`config.mk`:
```
export PLATFORM = sky130hd
export DESIGN_NAME = sonar_ping_onset_detector
export DESIGN_NICKNAME = d
export VERILOG_FILES = /design/src/rtl/core/spod_pkg.sv /design/src/rtl/core/spod_lane.sv /design/src/rtl/core/sonar_ping_onset_detector.sv
export SDC_FILE = /design/constraint.sdc
export NUM_CORES = 1
export LEC_CHECK = 0
export BUFFER_PORTS_ARGS = -buffer_cell sky130_fd_sc_hd__buf_2
export CAP_MARGIN = 20
export CORE_UTILIZATION = 50
export DETAILED_ROUTE_END_ITERATION = 16
export GPL_ROUTABILITY_DRIVEN = 0
export PLACE_DENSITY = 0.69
export REMOVE_ABC_BUFFERS = 1
export SYNTH_ARGS = -nofsm -noshare
export SYNTH_HDL_FRONTEND = slang
export SYNTH_SLANG_ARGS = --single-unit
```
`constraint.sdc`:
```
create_clock -name clk -period 34.3 [get_ports clk]
set_clock_uncertainty 0.2 [all_clocks]
set_input_delay 6.86 -clock clk [delete_from_list [all_inputs] [get_ports clk]]
set_output_delay 6.86 -clock clk [all_outputs]
set_load 0.02 [all_outputs]
```
`src/rtl/core/spod_pkg.sv`:
```
// Shared constants, codes and types of the sonar ping onset detector.
package spod_pkg;

  localparam int CH_PORTS     = 4;
  localparam int CHANNELS     = 4;
  localparam int QUIET_WINDOW = 256;
  localparam int QCOUNT_W     = $clog2(QUIET_WINDOW + 1);

  localparam int MAG_W     = 32;
  localparam int OFFSET_W  = 24;
  localparam int HOLDOFF_W = 24;
  localparam int INDEX_W   = 32;

  localparam logic [MAG_W-1:0]     THRESH_RESET  = MAG_W'(3000);
  localparam logic [HOLDOFF_W-1:0] HOLDOFF_RESET = HOLDOFF_W'(50000);
  localparam logic [OFFSET_W-1:0]  OFFSET_MAX    = '1;

  typedef enum logic [0:0] {
    REG_THRESHOLD = 1'b0,
    REG_HOLDOFF   = 1'b1
  } reg_index_t;

  typedef struct packed {
    logic advance;  // a sample is processed this cycle
    logic active;   // detection running: lanes may latch
    logic clear;    // drop latched arrivals
  } lane_ctrl_t;

  typedef struct packed {
    logic                quiet;    // magnitude below threshold
    logic                done;     // latched before or arrives now
    logic [OFFSET_W-1:0] arrival;  // offset to report
  } lane_stat_t;

endpackage

```
`src/rtl/core/spod_lane.sv`:
```
// One hydrophone channel: threshold compares and arrival latch.
module spod_lane
  import spod_pkg::*;
(
  input  logic                clk,
  input  logic                rst,
  input  logic [MAG_W-1:0]    mag,
  input  logic [MAG_W-1:0]    threshold,
  input  logic [OFFSET_W-1:0] since,
  input  lane_ctrl_t          ctrl,
  output lane_stat_t          stat
);

  logic                seen;
  logic [OFFSET_W-1:0] arr_time;
  logic                hit;

  assign hit = mag > threshold;

  assign stat.quiet   = mag < threshold;
  assign stat.done    = seen || hit;
  assign stat.arrival = seen ? arr_time : since;

  always_ff @(posedge clk) begin
    if (rst) begin
      seen <= 1'b0;
    end else if (ctrl.advance) begin
      if (ctrl.clear) begin
        seen <= 1'b0;
      end else if (ctrl.active && !seen && hit) begin
        seen <= 1'b1;
      end
    end
  end

  always_ff @(posedge clk) begin
    if (ctrl.advance && ctrl.active && !seen && hit) begin
      arr_time <= since;
    end
  end

endmodule

```
`src/rtl/core/sonar_ping_onset_detector.sv`:
```
// Top level of the sonar ping onset detector.
// Path: a sample passes the input register, then the result register that drives m_tvalid.
// Throughput: one sample per cycle; the input side stalls only while a
//   result waits in the output register and the waiting sample would emit.
// Reset (rst, synchronous): registers back to 3000 / 50000, quiet history
//   and counts cleared, window loud, detection disarmed; no clearing pass.
module sonar_ping_onset_detector
  import spod_pkg::*;
(
  input  logic                 clk,
  input  logic                 rst,
  // config write port
  input  logic                 cfg_we,
  input  logic [0:0]           cfg_index,
  input  logic [MAG_W-1:0]     cfg_data,
  // sample input
  input  logic                 s_tvalid,
  output logic                 s_tready,
  input  logic [127:0]         s_tdata,  // channel_mag_0, _1, _2, _3 (32 bits each)
  // ping result
  output logic                 m_tvalid,
  input  logic                 m_tready,
  output logic [127:0]         m_tdata   // ping_sample_index (32), arrival_ch0..3 (24 each)
);

  // ---------------- configuration ----------------
  logic [MAG_W-1:0]     threshold;
  logic [HOLDOFF_W-1:0] holdoff_len;

  always_ff @(posedge clk) begin
    if (rst) begin
      threshold   <= THRESH_RESET;
      holdoff_len <= HOLDOFF_RESET;
    end else if (cfg_we) begin
      unique case (reg_index_t'(cfg_index))
        REG_THRESHOLD: threshold   <= cfg_data;
        REG_HOLDOFF:   holdoff_len <= cfg_data[HOLDOFF_W-1:0];
        default: ;
      endcase
    end
  end

  // ---------------- input register ----------------
  logic                   in_valid;
  logic [CH_PORTS*MAG_W-1:0] in_mag;
  logic                   advance;
  logic                   emit;
  logic                   out_free;

  assign out_free = !m_tvalid || m_tready;
  assign advance  = in_valid && (!emit || out_free);
  assign s_tready = !in_valid || advance;

  always_ff @(posedge clk) begin
    if (rst) begin
      in_valid <= 1'b0;
    end else if (s_tready) begin
      in_valid <= s_tvalid;
    end
  end

  always_ff @(posedge clk) begin
    if (s_tvalid && s_tready) begin
      in_mag <= s_tdata;
    end
  end

  // ---------------- detector state ----------------
  logic [QUIET_WINDOW-1:0] quiet_hist;   // bit 0 newest, top bit oldest
  logic [QCOUNT_W-1:0]     quiet_count;
  logic                    loud;
  logic                    armed;
  logic [HOLDOFF_W:0]      holdoff_cnt;
  logic [OFFSET_W-1:0]     since;
  logic [INDEX_W-1:0]      sample_cnt;

  // ---------------- per-channel lanes ----------------
  lane_ctrl_t lane_ctrl;
  lane_stat_t lane_stat [CH_PORTS];

  for (genvar c = 0; c < CH_PORTS; c++) begin : g_lane
    if (c < CHANNELS) begin : g_used
      spod_lane u_lane (
        .clk       (clk),
        .rst       (rst),
        .mag       (in_mag[c*MAG_W +: MAG_W]),
        .threshold (threshold),
        .since     (since),
        .ctrl      (lane_ctrl),
        .stat      (lane_stat[c])
      );
    end else begin : g_unused
      // unused channel: never blocks quiet or detection, reports zero
      assign lane_stat[c] = '{quiet: 1'b1, done: 1'b1, arrival: '0};
    end
  end

  // ---------------- per-sample update ----------------
  logic                quiet;
  logic                all_done;
  logic [QCOUNT_W-1:0] quiet_count_next;
  logic                loud_next;
  logic                armed_next;
  logic [HOLDOFF_W:0]  holdoff_step;
  logic                holdoff_over;
  logic                active;
  logic [HOLDOFF_W:0]  holdoff_next;
  logic [OFFSET_W-1:0] since_next;
  logic [INDEX_W-1:0]  sample_index;

  always_comb begin
    quiet    = 1'b1;
    all_done = 1'b1;
    for (int c = 0; c < CH_PORTS; c++) begin
      quiet    = quiet && lane_stat[c].quiet;
      all_done = all_done && lane_stat[c].done;
    end

    // window count: drop the flag leaving the window, add the new one
    quiet_count_next = quiet_count - QCOUNT_W'(quiet_hist[QUIET_WINDOW-1])
                       + QCOUNT_W'(quiet);
    loud_next = quiet_count_next != QCOUNT_W'(QUIET_WINDOW);

    holdoff_step = (holdoff_cnt <= {1'b0, holdoff_len}) ? holdoff_cnt + 1'b1
                                                        : holdoff_cnt;
    holdoff_over = holdoff_step > {1'b0, holdoff_len};

    // quiet window disarms; quiet-to-loud edge arms
    armed_next = (armed && loud_next) || (!loud && loud_next);
    active     = armed_next && loud_next && holdoff_over;
    emit       = active && all_done;

    holdoff_next = emit ? '0 : holdoff_step;

    if (!loud_next || emit) begin
      since_next = '0;
    end else if (active && since != OFFSET_MAX) begin
      since_next = since + 1'b1;
    end else begin
      since_next = since;
    end

    sample_index = sample_cnt + 1'b1;

    lane_ctrl.advance = advance;
    lane_ctrl.active  = active;
    lane_ctrl.clear   = !loud_next || emit;
  end

  always_ff @(posedge clk) begin
    if (rst) begin
      quiet_hist  <= '0;
      quiet_count <= '0;
      loud        <= 1'b1;
      armed       <= 1'b0;
      holdoff_cnt <= {1'b0, HOLDOFF_RESET};
      since       <= '0;
      sample_cnt  <= '0;
    end else if (advance) begin
      quiet_hist  <= {quiet_hist[QUIET_WINDOW-2:0], quiet};
      quiet_count <= quiet_count_next;
      loud        <= loud_next;
      armed       <= armed_next;
      holdoff_cnt <= holdoff_next;
      since       <= since_next;
      sample_cnt  <= sample_index;
    end
  end

  // ---------------- result register ----------------
  always_ff @(posedge clk) begin
    if (rst) begin
      m_tvalid <= 1'b0;
    end else if (advance && emit) begin
      m_tvalid <= 1'b1;
    end else if (m_tready) begin
      m_tvalid <= 1'b0;
    end
  end

  always_ff @(posedge clk) begin
    if (advance && emit) begin
      m_tdata <= {lane_stat[3].arrival, lane_stat[2].arrival,
                  lane_stat[1].arrival, lane_stat[0].arrival, sample_index};
    end
  end

  // ---------------- assertions ----------------
  a_count_matches_hist: assert property (@(posedge clk) disable iff (rst)
    $countones(quiet_hist) == 32'(quiet_count))
    else $error("quiet count out of step with history");

  a_quiet_disarms: assert property (@(posedge clk) disable iff (rst)
    !loud |-> !armed)
    else $error("armed while window quiet");

  a_emit_restarts_holdoff: assert property (@(posedge clk) disable iff (rst)
    advance && emit |=> holdoff_cnt == '0 && since == '0)
    else $error("holdoff or offset not restarted after ping");

  a_stall_cause: assert property (@(posedge clk) disable iff (rst)
    !s_tready |-> in_valid && m_tvalid && !m_tready)
    else $error("input stalled without a blocked result");

endmodule

```
==> metrics.txt, run 1 <==
fin util 58.49%; Layout fillers 5125; Top Ports 296; flops & latches, synth 762; Core Area 62970 sq um; Overall Power 0.001975 W; class of the worst hold path reg -> reg; Worst R2R End in_mag[115]$_DFFE_PP_; die outline height 254.4 um; sequential fraction of the synthesis area 58.98%; Post-synth EDFFs 352; Post-synth ARST share 0%; layout cells sized above 1 15.89%; remaining antenna violation count 0; worst path arrival time 7.69 ns; Netlist cell types 67; leakage power 14.02 nW; R2R Setup Slk 26.35 ns; clock sink total 762; WP data required 27.24 ns; cell area after synthesis 31840 sq um; initial core utilization 50.57%; fin nets 3646; Longest Clk Path Bufs 3; drt initial violations 1525; Sum Neg Setup Slack 0 ns; most common cell after layout, fill and taps aside nand2_1; P&R area growth vs syn 15.66%; Max Cap Viol 0; most frequent cells in the layout nand2_1, dfxtp_1, a21oi_1, edfxtp_1, buf_2; Worst setup EP type output port; drt total wl 70.30 mm; DRC viols 0; vias per cell 5.466; WL/cell 16.74 um; CTS Buf Count 78; WHS 0.2464 ns; CP max FO 3; n_diodes 0; Slew @ Worst Pin 1.234 ns; global route overflow 0; Ys Warns 0; drt first pass iters 5; largest net degree at the start of global routing 281; Die Wd 254.4 um; Peak VDD IR 0.00004366 V; clk_lat worst skew 0.64 ns; synthesized area per cell 10.47 sq um; Reg clk slew, reported paths 0.06 ns; cell count after synthesis 3040; CTS resizes 0; # H-tree levels 3; relative slew slack 17.70%; CP startpoint kind primary input; Achievable Freq 0.06779 GHz; endpoints failing setup 0; reg2reg path depth 21; first-pass GRT wire length 112.7 mm; vias 22960; Worst Setup SP m_tready; CTS hold repair buffers 0; setup bufs post-CTS 0; DIE AREA 64690 sq um; CTS tree built; Crit Path Class in -> out; Power Density 53.63 nW/um^2; I/O Buffers 295; Final min period 14.75 ns; Tcrit/Tclk final 43.00%; status finished clean; final hold vios 0; gr usage total 21.73%; RSZ-0062 raised after global routing no; reg2reg start holdoff_cnt[6]$_SDFFE_PP1P_; dpl hpwl 47.31 mm; ys flop type dfxtp_1; Setup crit end s_tready; initial antenna violation count 1; fin. max-slew vios 0; vias in the first global route 22410; row cnt 92; CTS root buf clkbuf_16
cell usage after synthesis, drive strengths merged, types with 13 or more instances:
cell type	instances	area [sq um]
dfxtp	410	8208
ha	188	2352
a21o	20	150.1
nand4	47	294.0
a22o	14	122.6
xnor2	35	306.5
clkbuf	100	375.4
edfxtp	352	10570
nand2	729	2736
inv	95	356.6
a21oi	381	1907
xor2	49	429.2
o211ai	26	195.2
nand3	61	305.3
or3	13	81.33
and3	24	150.1
nor2	94	355.3
a211oi	15	112.6
buf	48	229.0
o21ai	83	415.4
nor3	38	190.2
mux2	77	867.1
per-layer routing:
layer / up-vias / wire length, um / track usage, %
li1: 11200 / - / -
met5: - / 12 / 0
met3: 152 / 4001 / 4.052
met2: 681 / 33700 / 36.31
met4: 2 / 2566 / 9.432
met1: 10920 / 30020 / 27.52
state kept, by name, indices dropped and copies added, names as in the netlist, 9 cells and up:
name,flops
holdoff_len,24
quiet_hist,256
threshold,32
m_tdata,128
sample_cnt,32
since,24
in_mag,128
g_lane.g_used.u_lane.arr_time,96
quiet_count,9
holdoff_cnt,25
worst min path at each step:
stage | start | endpoint | cells past startpoint
2_1_floorplan | quiet_hist[99]$_SDFFE_PP0P_ | quiet_hist[100]$_SDFFE_PP0P_ | 2
3_3_place_gp | quiet_hist[182]$_SDFFE_PP0P_ | quiet_hist[183]$_SDFFE_PP0P_ | 2
3_5_place_dp | quiet_hist[219]$_SDFFE_PP0P_ | quiet_hist[220]$_SDFFE_PP0P_ | 2
4_1_cts | quiet_hist[33]$_SDFFE_PP0P_ | quiet_hist[34]$_SDFFE_PP0P_ | 2
5_1_grt | quiet_hist[247]$_SDFFE_PP0P_ | quiet_hist[248]$_SDFFE_PP0P_ | 2
6_report | quiet_hist[215]$_SDFFE_PP0P_ | quiet_hist[216]$_SDFFE_PP0P_ | 2
cell type report:
| type | instances | area, sq um | area share [%] |
|---|---|---|---|
| flip-flops and latches | 762 | 18780 | 50.99 |
| inverters | 96 | 360.3 | 0.9785 |
| clock buffers | 103 | 2168 | 5.888 |
| multi-input cells | 2034 | 12170 | 33.04 |
| well taps | 846 | 1059 | 2.874 |
| repair buffers | 319 | 1724 | 4.682 |
| clock inverters | 40 | 570.5 | 1.549 |
report_power, final:
group	internal, W	total (W)	switching [W]
sequential	0.000960	0.000967	0.00000716
clock	0.000527	0.000887	0.000360
combinational	0.0000432	0.000121	0.0000780
total	0.00153	0.00197	0.000445
metrics by stage:
stage | std cells | setup WS [ns] | cell area [sq um]
2_1_floorplan | 2892 | 19.41 | 31240
3_5_place_dp | 4056 | 19.53 | 34060
3_3_place_gp | 4055 | 19.54 | 34050
5_1_grt | 4200 | 19.50 | 36830
6_report | 4200 | 19.55 | 36830
4_1_cts | 4199 | 19.53 | 36800
logic make-up (layout without fill, tap and decap cells):
| group | after synthesis | in the layout | share of synthesized area, % |
|---|---|---|---|
| AND/OR/NAND/NOR | 1062 | 1062 | 14.12 |
| flip-flops | 762 | 762 | 58.98 |
| AO/OA/AOI/OAI | 619 | 619 | 11.26 |
| buffers and inverters | 244 | 558 | 3.030 |
| adder cells (fa/ha/maj) | 189 | 189 | 7.451 |
| XOR/XNOR | 85 | 85 | 2.381 |
| multiplexers | 79 | 79 | 2.786 |
worst max-delay path, cell delays in order:
cell and delay, ns:
buf_2 0.10, nor2b_1 0.36, nand3_1 0.16, buf_2 0.21
Power figures use the tool's default switching activity.
==> inputs of run 2 (changes only) <==
- clock period: 34.3 -> 14.43 ns (I/O delays scaled with it)
==> metrics.txt, run 2 (synthesis results as in run 1) <==
most frequent cells in the layout nand2_1, dfxtp_1, a21oi_1, edfxtp_1, buf_2; Worst Setup SP holdoff_cnt[6]$_SDFFE_PP1P_; die outline height 254.4 um (unchanged); max reg flops 256 (unchanged); CTS hold repair buffers 0 (unchanged); leakage power 13.99 nW (-0.26%); most common cell after layout, fill and taps aside nand2_1; initial antenna violation count 3 (+2); relative slew slack 29.84% (+12 points); Longest Clk Path Bufs 3 (unchanged); Top reg by flops quiet_hist; dpl hpwl 47.69 mm (+0.80%); initial core utilization 50.57% (unchanged); Power Density 127.8 nW/um^2 (+140%); Core Area 62970 sq um (unchanged); DIE AREA 64690 sq um (unchanged); status finished clean; CTS root buf clkbuf_16; Inst Count DP 4059 (+0.074%); row cnt 92 (unchanged); Peak VDD IR 0.0001053 V (+140%); Worst R2R End quiet_hist[67]$_SDFFE_PP0P_; Non-Filler Instances 4206 (+0.14%); Final min period 9.537 ns; DRC viols 0 (unchanged); Max stage delay cell, worst path a21oi_1; multi-input logic area 12170 sq um (unchanged); RSZ-0062 raised after global routing no; clock sink total 762 (unchanged); Setup crit end s_tready; Max Cap Viol 0 (unchanged); WL/cell 16.77 um (+0.22%); Slew @ Worst Pin 1.050 ns (-0.1843 ns); Die Wd 254.4 um (unchanged); setup bufs post-CTS 0 (unchanged); fin nets 3650 (+0.11%); CTS Buf Count 79 (+1.3%); Worst setup EP type output port; clk_lat worst skew 0.63 ns (about the same); vias in the first global route 21770 (-2.9%); remaining antenna violation count 0 (unchanged); first-pass GRT wire length 112.0 mm (-0.61%); vias per cell 5.447 (-0.35%); reg2reg path depth 21 (unchanged); Reg clk slew, reported paths 0.06 ns (about the same); Crit Path Class reg -> out; WP data required 11.34 ns (-15.90 ns); CP max FO 12 (+9); I/O Buffers 295 (unchanged); Top Ports 296 (unchanged); WHS 0.2322 ns (-0.01423 ns); FF+latch area 18780 sq um (unchanged); gr usage total 21.69% (-0.040 points); Sum Neg Setup Slack 0 ns (unchanged); final hold vios 0 (unchanged); drt total wl 70.55 mm (+0.37%); CP startpoint kind register; reg2reg start holdoff_cnt[6]$_SDFFE_PP1P_; drt first pass iters 5 (unchanged); # H-tree levels 3 (unchanged); CTS resizes 0 (unchanged); class of the worst hold path reg -> reg; R2R Setup Slk 5.52 ns (-20.83 ns); vias 22910 (-0.20%); worst path arrival time 6.45 ns (-1.24 ns); layout cells sized above 1 16.11% (+0.21 points); Achievable Freq 0.1049 GHz; Tcrit/Tclk final 66.09%; fin. max-slew vios 0 (unchanged); CTS tree built; P&R area growth vs syn 15.66% (about the same); Layout fillers 5168 (+0.84%); ordered cell list for the critical path ha_1 -> a22o_1 -> o41ai_1 -> o221ai_1 -> a21o_1 -> a21oi_1 -> and4_1 -> and3_1 -> xor2_1 -> ha_1 -> a2111oi_0 -> nand2_1 -> a2111oi_0 -> a41o_1 -> a22o_1 -> nor3_2 -> buf_4 -> nand3_1 -> buf_2; global route overflow 0 (unchanged); Slowest Stage Delay on Critical Path 0.56 ns (+0.20 ns); Largest regs quiet_hist (256), in_mag (128), m_tdata (128); largest net degree at the start of global routing 234 (-17%); endpoints failing setup 0 (unchanged); drt initial violations 1509 (-1.0%)
run 2: worst max-delay path, delay by kind of cell (launching register included):
family	cells	cell delay [ns]
AOI/OAI and AO/OA	9	3.21
xor gates and xnor gates	1	0.16
adders and majority gates	2	0.60
buffers and inverters	2	0.39
DFF	1	0.47
and+or+nand+nor	5	0.99
run 2: layer usage:
metal	vias up	share of wire [%]	global-route usage, %
met4	6	3.8	9.260
li1	11220	-	-
met2	716	47	36.01
met5	-	0.040	0
met3	166	5.8	3.868
met1	10800	43	27.85
run 2: cell type report:
class / instances / share of cell area, %
clock inverters: 43 / 1.576
multi-input cells: 2034 / 33.03
flip-flops and latches: 762 / 50.99
clock buffers: 102 / 5.901
inverters: 96 / 0.9785
diodes: 1 / 0.006795
well taps: 846 / 2.874
repair buffers: 322 / 4.641
run 2: power by group:
part / switching [W] / internal [W] / leakage (nW)
combinational: 0.000186 / 0.000102 / 5.80
clock: 0.000860 / 0.00126 / 1.33
sequential: 0.0000165 / 0.00228 / 6.86
run 2: worst min path at each step:
stage	start	endpoint	slack, ns	cells past startpoint
2_1_floorplan	quiet_hist[99]$_SDFFE_PP0P_	quiet_hist[100]$_SDFFE_PP0P_	0.23	2
3_3_place_gp	quiet_hist[70]$_SDFFE_PP0P_	quiet_hist[71]$_SDFFE_PP0P_	0.24	2
3_5_place_dp	quiet_hist[177]$_SDFFE_PP0P_	quiet_hist[178]$_SDFFE_PP0P_	0.24	2
4_1_cts	quiet_hist[69]$_SDFFE_PP0P_	quiet_hist[70]$_SDFFE_PP0P_	0.24	2
5_1_grt	quiet_hist[119]$_SDFFE_PP0P_	quiet_hist[120]$_SDFFE_PP0P_	0.26	2
6_report	quiet_hist[69]$_SDFFE_PP0P_	quiet_hist[70]$_SDFFE_PP0P_	0.23	2
run 2: through the flow:
stage	setup slack [ns]	utilization, %	power (W)	cell area (sq um)
floorplan	2.528	-	0.002515	31240
finish	4.893	58.49	0.004705	36830
global route	4.335	58.49	0.004876	36830
global placement	5.740	54.09	0.002616	34060
CTS	4.967	58.46	0.004750	36810
detailed placement	5.674	54.09	0.002629	34060
